### src/rtl/uwl_pkg.sv
// Package with shared types and constants of the UID whitelist table.
`default_nettype none
package uwl_pkg;
  localparam int ENTRIES = 128;
  localparam int TABLES = 16;
  localparam int IDX_W = $clog2(ENTRIES);
  localparam int CNT_W = $clog2(ENTRIES + 1);

  typedef enum logic [3:0] {
    OP_SEARCH = 4'd0, OP_ADD = 4'd1, OP_DELETE = 4'd2, OP_READ = 4'd3,
    OP_NEXT = 4'd4, OP_SET = 4'd5, OP_CLEAR = 4'd6, OP_TEST = 4'd7,
    OP_CLRTAB = 4'd8, OP_REWIND = 4'd9
  } opcode_t;

  localparam logic [1:0] ST_OK = 2'd0;
  localparam logic [1:0] ST_MISS = 2'd1;
  localparam logic [1:0] ST_DUP = 2'd2;

  typedef enum logic [3:0] {
    S_IDLE, S_SCAN, S_SCAN_WAIT, S_ADD_FREE, S_ADD_WAIT, S_WRAP, S_NEXT_WAIT,
    S_SLOT_RD, S_SLOT_WAIT, S_CLR, S_DONE, S_OUT
  } state_t;

  // Commands from the controller to the datapath.
  typedef struct packed {
    logic load;      // capture the input item
    logic ptr_clr;   // pointer to zero
    logic ptr_cur;   // pointer to scan cursor
    logic ptr_slot;  // pointer to the item's slot
    logic ptr_inc;   // step the pointer
    logic rd;        // read both stores at the pointer
    logic wr_mark;   // write mark word at the pointer
    logic wr_uid;    // write uid at the pointer
    logic clr_bit;   // clear selected table bit during a sweep
    logic fin;       // form result from the last read
    logic miss;      // form a miss result
    logic wrap_mark; // remember wrap start
  } uwl_cmd_t;

  // Status back to the controller.
  typedef struct packed {
    logic [3:0] op;
    logic slot_ok;
    logic table_ok;
    logic ptr_last;    // pointer is at ENTRIES-1
    logic ptr_at_end;  // pointer reached the wrap limit
    logic uid_hit;     // last read: in use and UID matches
    logic used;        // last read: in use
    logic tbl_bit;     // last read: selected table bit
    logic cur_zero;    // scan cursor at zero or ENTRIES
    logic sweeping;    // clearing pass after reset still running
  } uwl_sts_t;
endpackage
`default_nettype wire

### src/rtl/uwl_ctrl.sv
// Controller state machine of the UID whitelist table.
`default_nettype none
module uwl_ctrl (
  input  wire logic              clk,
  input  wire logic              rst_n,
  input  wire logic              in_valid,
  output logic                   in_stall,
  output logic                   out_valid,
  input  wire logic              out_stall,
  input  wire logic              sweep_busy,
  input  wire uwl_pkg::uwl_sts_t sts,
  output uwl_pkg::uwl_cmd_t      cmd
);
  uwl_pkg::state_t state_r, state_nxt;
  logic wrapped_r, wrapped_nxt;

  always_ff @(posedge clk) begin
    if (!rst_n) begin
      state_r <= uwl_pkg::S_IDLE;
      wrapped_r <= 1'b0;
    end else begin
      state_r <= state_nxt;
      wrapped_r <= wrapped_nxt;
    end
  end

  always_comb begin
    state_nxt = state_r;
    wrapped_nxt = wrapped_r;
    cmd = '0;
    in_stall = 1'b1;
    out_valid = 1'b0;
    case (state_r)
      uwl_pkg::S_IDLE: begin
        in_stall = sweep_busy;
        if (in_valid && !sweep_busy) begin
          cmd.load = 1'b1;
          state_nxt = uwl_pkg::S_DONE;
        end
      end
      uwl_pkg::S_DONE: begin
        // Dispatch on the captured opcode.
        case (sts.op)
          uwl_pkg::OP_SEARCH, uwl_pkg::OP_ADD, uwl_pkg::OP_DELETE: begin
            cmd.ptr_clr = 1'b1;
            state_nxt = uwl_pkg::S_SCAN;
          end
          uwl_pkg::OP_READ: begin
            cmd.ptr_slot = 1'b1;
            if (sts.slot_ok) state_nxt = uwl_pkg::S_SLOT_RD;
            else begin cmd.miss = 1'b1; state_nxt = uwl_pkg::S_OUT; end
          end
          uwl_pkg::OP_SET, uwl_pkg::OP_CLEAR, uwl_pkg::OP_TEST: begin
            cmd.ptr_slot = 1'b1;
            if (sts.slot_ok && sts.table_ok) state_nxt = uwl_pkg::S_SLOT_RD;
            else begin cmd.miss = 1'b1; state_nxt = uwl_pkg::S_OUT; end
          end
          uwl_pkg::OP_NEXT: begin
            cmd.ptr_cur = 1'b1;
            cmd.wrap_mark = 1'b1;
            wrapped_nxt = 1'b0;
            if (sts.table_ok) state_nxt = uwl_pkg::S_WRAP;
            else begin cmd.miss = 1'b1; state_nxt = uwl_pkg::S_OUT; end
          end
          uwl_pkg::OP_CLRTAB: begin
            cmd.ptr_clr = 1'b1;
            cmd.miss = 1'b1;
            state_nxt = sts.table_ok ? uwl_pkg::S_CLR : uwl_pkg::S_OUT;
          end
          default: state_nxt = uwl_pkg::S_OUT;
        endcase
      end
      uwl_pkg::S_SCAN: begin
        cmd.rd = 1'b1;
        state_nxt = uwl_pkg::S_SCAN_WAIT;
      end
      uwl_pkg::S_SCAN_WAIT: begin
        if (sts.uid_hit) begin
          cmd.fin = 1'b1;
          if (sts.op == uwl_pkg::OP_DELETE) begin
            cmd.ptr_slot = 1'b0;
            cmd.wr_mark = 1'b1;
          end
          state_nxt = uwl_pkg::S_OUT;
        end else if (sts.ptr_last) begin
          if (sts.op == uwl_pkg::OP_ADD) begin
            cmd.ptr_clr = 1'b1;
            state_nxt = uwl_pkg::S_ADD_FREE;
          end else begin
            cmd.miss = 1'b1;
            state_nxt = uwl_pkg::S_OUT;
          end
        end else begin
          cmd.ptr_inc = 1'b1;
          state_nxt = uwl_pkg::S_SCAN;
        end
      end
      uwl_pkg::S_ADD_FREE: begin
        cmd.rd = 1'b1;
        state_nxt = uwl_pkg::S_ADD_WAIT;
      end
      uwl_pkg::S_ADD_WAIT: begin
        if (!sts.used) begin
          cmd.fin = 1'b1;
          cmd.wr_mark = 1'b1;
          cmd.wr_uid = 1'b1;
          state_nxt = uwl_pkg::S_OUT;
        end else if (sts.ptr_last) begin
          cmd.miss = 1'b1;
          state_nxt = uwl_pkg::S_OUT;
        end else begin
          cmd.ptr_inc = 1'b1;
          state_nxt = uwl_pkg::S_ADD_FREE;
        end
      end
      uwl_pkg::S_WRAP: begin
        cmd.rd = 1'b1;
        state_nxt = uwl_pkg::S_NEXT_WAIT;
      end
      uwl_pkg::S_NEXT_WAIT: begin
        if (sts.tbl_bit) begin
          cmd.fin = 1'b1;
          state_nxt = uwl_pkg::S_OUT;
        end else begin
          if (sts.ptr_last) cmd.ptr_clr = 1'b1;
          else cmd.ptr_inc = 1'b1;
          wrapped_nxt = 1'b1;
          state_nxt = uwl_pkg::S_WRAP;
          // Stop once the pointer comes round to where it began.
          if (sts.ptr_last && sts.cur_zero) begin
            cmd.miss = 1'b1;
            state_nxt = uwl_pkg::S_OUT;
          end
        end
      end
      uwl_pkg::S_SLOT_RD: begin
        cmd.rd = 1'b1;
        state_nxt = uwl_pkg::S_SLOT_WAIT;
      end
      uwl_pkg::S_SLOT_WAIT: begin
        if (sts.op == uwl_pkg::OP_READ && !sts.used) cmd.miss = 1'b1;
        else cmd.fin = 1'b1;
        if (sts.op == uwl_pkg::OP_SET || sts.op == uwl_pkg::OP_CLEAR) cmd.wr_mark = 1'b1;
        state_nxt = uwl_pkg::S_OUT;
      end
      uwl_pkg::S_CLR: begin
        // Read one slot, write it back with the table bit cleared next cycle.
        cmd.rd = 1'b1;
        state_nxt = uwl_pkg::S_CLR;
        if (wrapped_r) begin
          cmd.rd = 1'b0;
          cmd.wr_mark = 1'b1;
          cmd.clr_bit = 1'b1;
          if (sts.ptr_last) state_nxt = uwl_pkg::S_OUT;
          else cmd.ptr_inc = 1'b1;
        end
        wrapped_nxt = !wrapped_r;
      end
      uwl_pkg::S_OUT: begin
        out_valid = 1'b1;
        wrapped_nxt = 1'b0;
        if (!out_stall) state_nxt = uwl_pkg::S_IDLE;
      end
      default: state_nxt = uwl_pkg::S_IDLE;
    endcase
    // Wrap stop for the next-marked scan: back at the start position.
    if (state_r == uwl_pkg::S_WRAP && wrapped_r && sts.ptr_at_end) begin
      cmd.rd = 1'b0;
      cmd.miss = 1'b1;
      state_nxt = uwl_pkg::S_OUT;
    end
  end
endmodule
`default_nettype wire

### config.mk
export PLATFORM = sky130hd
export DESIGN_NAME = uwl_ctrl
export DESIGN_NICKNAME = d
export VERILOG_FILES = /design/src/rtl/uwl_pkg.sv /design/src/rtl/uwl_ctrl.sv
export SDC_FILE = /design/constraint.sdc
export NUM_CORES = 1
export LEC_CHECK = 0
export BUFFER_PORTS_ARGS = -buffer_cell sky130_fd_sc_hd__buf_2
export CORE_MARGIN = 8
export CORE_UTILIZATION = 40
export CTS_CLUSTER_DIAMETER = 30
export DETAILED_ROUTE_END_ITERATION = 7
export HOLD_SLACK_MARGIN = 0.12
export PLACE_DENSITY = 0.67
export RECOVER_POWER = 100
export SLEW_MARGIN = 20
export SYNTH_ARGS = -nofsm -noshare
export SYNTH_HDL_FRONTEND = slang
export SYNTH_SLANG_ARGS = --single-unit
### constraint.sdc
create_clock -name clk -period 2.02 [get_ports clk]
set_input_delay 0.404 -clock clk [delete_from_list [all_inputs] [get_ports clk]]
set_output_delay 0.404 -clock clk [all_outputs]
set_load 0.01 [all_outputs]
* Word level (Yosys, flattened, before mapping)
Cells that the tools add are included.
** Word-level totals
- Memories :: 0
- Output and inout port bits :: 14
- Bits of input ports :: 18
- Bits in registers :: 5
- Latch bits :: 0
- RAM bits :: 0
- Logic and storage cells :: 121
- ROM bits :: 0
** Operators by class
- Magnitude comparators :: 0
- Shift-type cells :: 0
- Muxes and demuxes :: 70
- Eq/ne operators :: 25
- Add/subtract/negate cells :: 0
- Reduce and logical (&&, ||, !) cells :: 22
- Bitwise gates (word level) :: 1
- Multiply operators :: 0
- Divide/modulo/power cells :: 0
** Operator list (number)
- $mux W4 :: 14
- $pmux W4 S12 :: 1
- $mux W1 :: 42
- $eq A4 B3 Y1 const B :: 8
- $eq A4 B4 Y1 const B :: 5
- $pmux W1 S4 :: 5
- $pmux W4 S5 :: 1
- $eq A4 B2 Y1 const B :: 4
- $reduce_or A4 Y1 :: 3
- $eq A4 B1 Y1 const B :: 2
- $logic_not A4 Y1 :: 2
- $logic_and A1 B1 Y1 :: 6
- $mux W2 :: 3
- $ne A2 B2 Y1 const B :: 3
- $ne A3 B3 Y1 const B :: 2
- $reduce_or A3 Y1 :: 2
- $pmux W1 S5 :: 1
- $reduce_and A2 Y1 :: 2
- $reduce_bool A4 Y1 :: 1
- $logic_not A1 Y1 :: 3
- $mux W3 :: 1
- $pmux W1 S3 :: 1
- $reduce_and A3 Y1 :: 1
- $ne A2 B1 Y1 const B :: 1
- 4 further kinds :: 4

* Depth between registers and ports, before layout
- Depth in word-level cells :: 6
- Depth in mapped cells :: 6
- Gate-level depth less buffers :: 5

* Worst setup path after synthesis
No wires, ideal clock.
- Path type :: input to output
- Start point :: input sts[10] in the netlist's numbering
- End point :: output cmd[9] in the netlist's numbering
- Slack :: 0.172 ns
- Arrival time :: 1.444 ns
- Stages :: 4
- Data required time :: 1.616 ns
- Path buffers :: 2
- Cells stage by stage :: buf_4 or4b_4 nor2_1 buf_4
** RTL lines
- start, declared :: line uwl_ctrl.sv:11 : input wire uwl_pkg::uwl_sts_t sts,
- end, declared :: line uwl_ctrl.sv:12 : output uwl_pkg::uwl_cmd_t cmd

==> metrics <==
status=finished with violations; failing checks=negative setup slack; CP startpoint kind=flip-flop; ratio of cells with drive above 1 in the final layout=around 45%; Final HPWL DP=about 2400 um; min Tclk post-route=around 2.1 ns; Placement Rows=17; Hold WC Path Type=input port to flip-flop; Via Count=approximately 1300; CTS buffer count=3; period utilisation layout=102%; number of global-route vias before repair=between 1000 and 1500; GRT overflow=0; CTS Sinks=5; Mapped Area=881 um^2; H-tree levels=1; Via density=6.07; Total GRT Usage=roughly 16%; Hold Path Sink=state_r[0]$_SDFFE_PN0P_; dpl ws=about 0.013 ns; xor-xnor portion of the synthesized cell area=less than 1%; n_diodes=0; cell chain of the critical path=nand2b_4 -> or4_4 -> o22ai_2 -> nand2_1 -> o31ai_1 -> buf_2; RR Startpoint=state_r[0]$_SDFFE_PN0P_; Core ar.=between 0.002 and 0.0025 mm^2; Reg power frac=between 10% and 20%; die width=~63 um; Ports=32; Unique masters post-synth=between 40 and 50; Starting Density=about two fifths; clock-pin slew of the registers on the worst-case setup and hold paths=0.05 ns; fillcell total=roughly 180; clk_lat worst skew=around 0.25 ns; CP max FO=4; final setup fails=3; Final Instance Area=approximately 0.0014 mm^2; Seq/Total Area, Yosys=about 11%; maxcap violations=0; Syn Inst Count=136; Die Ht=62.9 um; GPL Wtd Cong=between 0.8 and 0.9; r2r endpoint=state_r[1]$_SDFFE_PN0P_; post-synthesis adder-cell area fraction=between 1 and 1.5%; Max-Slew Margin vs Limit=between 70 and 80%; Final #Nets=between 200 and 250; #FFs+latches synth=5; Leak=between 0.0006 and 0.0007 uW; placed cell areas=about 0.0011 mm^2; CP peak stage delay=0.44 ns; Synth Area in Compound Gates=between 30% and 40%; RSZ-0062 raised after global routing=yes; Max clock buf depth=2; Final Hold Fails=0; warning count from the yosys run=0; minimum setup slack among reg-to-reg paths=approximately 0.21 ns; router iterations before antenna repair=4; initial antenna violation count=0; combinational share of power=between 70% and 80%; DRT antenna net count=0; Clk network pwr share=roughly 7.8%; syn avg cell area=6.48 um^2; crit end category=output pin; post-synthesis mux area share=between 1 and 1.5%; Final Slew Violations=0; CP max stage cell=or4_4; VDD IR-drop max=approximately 0.00076 V; DRC=0; post-synthesis simple-gate area fraction=between 40 and 50%; hold_buf cts=0; share of the synthesized area in the top cell type=11.4%; first-pass GRT wire length=between 5000 and 6000 um; Post-Route Utilization=between 60% and 70%; combinational family with the most area after synthesis=simple AND/OR/NAND/NOR gates; Worst Slack Setup Final=-0.0416 ns; Power Total=1510 uW; fmax=approximately 490 MHz; sw power=roughly 700 uW; count of flip-flops with a built-in enable after synthesis=0; CP arrival=1.66 ns; Hold Slack=0.436 ns; Least-Margin Pin Slew=~0.39 ns; Post-synth ARST share=0%; R2R cell count=7; routed wire length=3630 um; post-synth top area cell=dfxtp_1; Internal Power=just over 800 uW; WP data required=approximately 1.6 ns; Main synth FF type=dfxtp_1; synth top area cells=dfxtp_1 11%, nand2b_1 7.1%, nand2_1 6.8%; skew final=0.00580 ns; sw frac=between 40% and 50%; critical path class=flip-flop to output pin; Hold Path Origin=rst_n; synth-to-layout area growth=58.5%; Die ar.=between 0.003 and 0.004 mm^2; largest net degree at the start of global routing=13; power per cell area=1080 mW/mm^2; DR iter-0 viols=165; CTS tree=yes; post-DR wirelength/cell=between 15 and 20 um; clk root buf=clkbuf_4; PortBufs=30; Min-Delay Path Depth=2; Syn Nets=about 150
-- critical path: cells and delay by family (launching register included) --
kind / cells / cell delay (ns)
simple gates: 3 / 0.65
compound gates: 2 / 0.23
flops: 1 / 0.36
buf+inv: 1 / 0.17
-- cell type report --
cell class | instances | area, um^2 | share of cell area (%)
timing repair buffer | 57 | 374 | 26.8
inverter | 3 | 11.3 | 0.806
sequential | 5 | 113 | 8.06
multi-input combinational | 115 | 837 | 59.9
clock buffer | 4 | 26.3 | 1.88
tap | 28 | 35.0 | 2.51
-- registers in the layout (all words and copies together), names as in the netlist --
name,count
wrapped_r,1
state_r,4
-- logic make-up after synthesis --
kind of cell | after synthesis
simple gates | 71
compound gates | 41
buf+inv | 16
flops | 5
xor+xnor | 1
mux | 1
fa+ha+maj | 1
-- worst max-delay path by stage --
stage,startpoint,endpoint,cells past startpoint
final,state_r[3]$_SDFFE_PN0P_,cmd[10],6
after CTS,state_r[3]$_SDFFE_PN0P_,cmd[10],6
after global routing,state_r[1]$_SDFFE_PN0P_,cmd[5],5
after detailed placement,state_r[2]$_SDFFE_PP0P_,cmd[7],6
after global placement,state_r[1]$_SDFFE_PN0P_,cmd[5],5
after floorplan,sts[10],cmd[9],4
-- what timing repair did --
action                     in CTS  in global routing
resized for setup              24                 14
setup buffers                   6                  5
pin swaps                       5                  6
setup endpoints to repair       7                  6
cloned                          0                  1
-- stage by stage --
stage          std cells  TNS, ns
3_3_place_gp         196        0
2_1_floorplan        136        0
6_report             212  -0.0970
3_5_place_dp         196        0
4_1_cts              206  -0.0703
5_1_grt              212   -0.280
-- power groups by stage --
stage	logic [uW]	clock network, uW	registers [uW]
2_1_floorplan	531	0	154
3_3_place_gp	775	0	196
3_5_place_dp	795	0	199
4_1_cts	977	127	213
5_1_grt	1240	130	230
6_report	1160	118	228
-- routing by layer --
layer	GRT usage (%)	part of all wire, %
met1	18.2	40
met2	28.6	50
met3	5.38	9.0
met4	4.27	0.83
met5	0	0
-- cells in the final DEF, fill, tap and decap left out, types with 4 or more instances in the layout --
cell,netlist,final
nand3_1,5,4
nor2_1,12,11
nand2b_1,10,7
buf_4,2,24
clkbuf_1,8,7
nand2_1,16,14
a21oi_1,9,9
o21ai_0,4,5
buf_2,2,24
-- synth_stat cells (all sizes together), types with 2 or more instances --
library cell	instances
o31a	2
nand2	16
nand2b	10
o211ai	2
nand3	5
o31ai	2
a211oi	2
o22ai	2
nor4	3
nand3b	3
or4b	2
a21o	3
nor2	13
a311oi	2
dfxtp	5
inv	3
buf	5
o21ai	5
a21oi	9
or2	2
and3	2
nor3b	3
a22o	2
nor2b	2
clkbuf	8
or4	2
nor3	6
(Power assumes the default switching activity.)
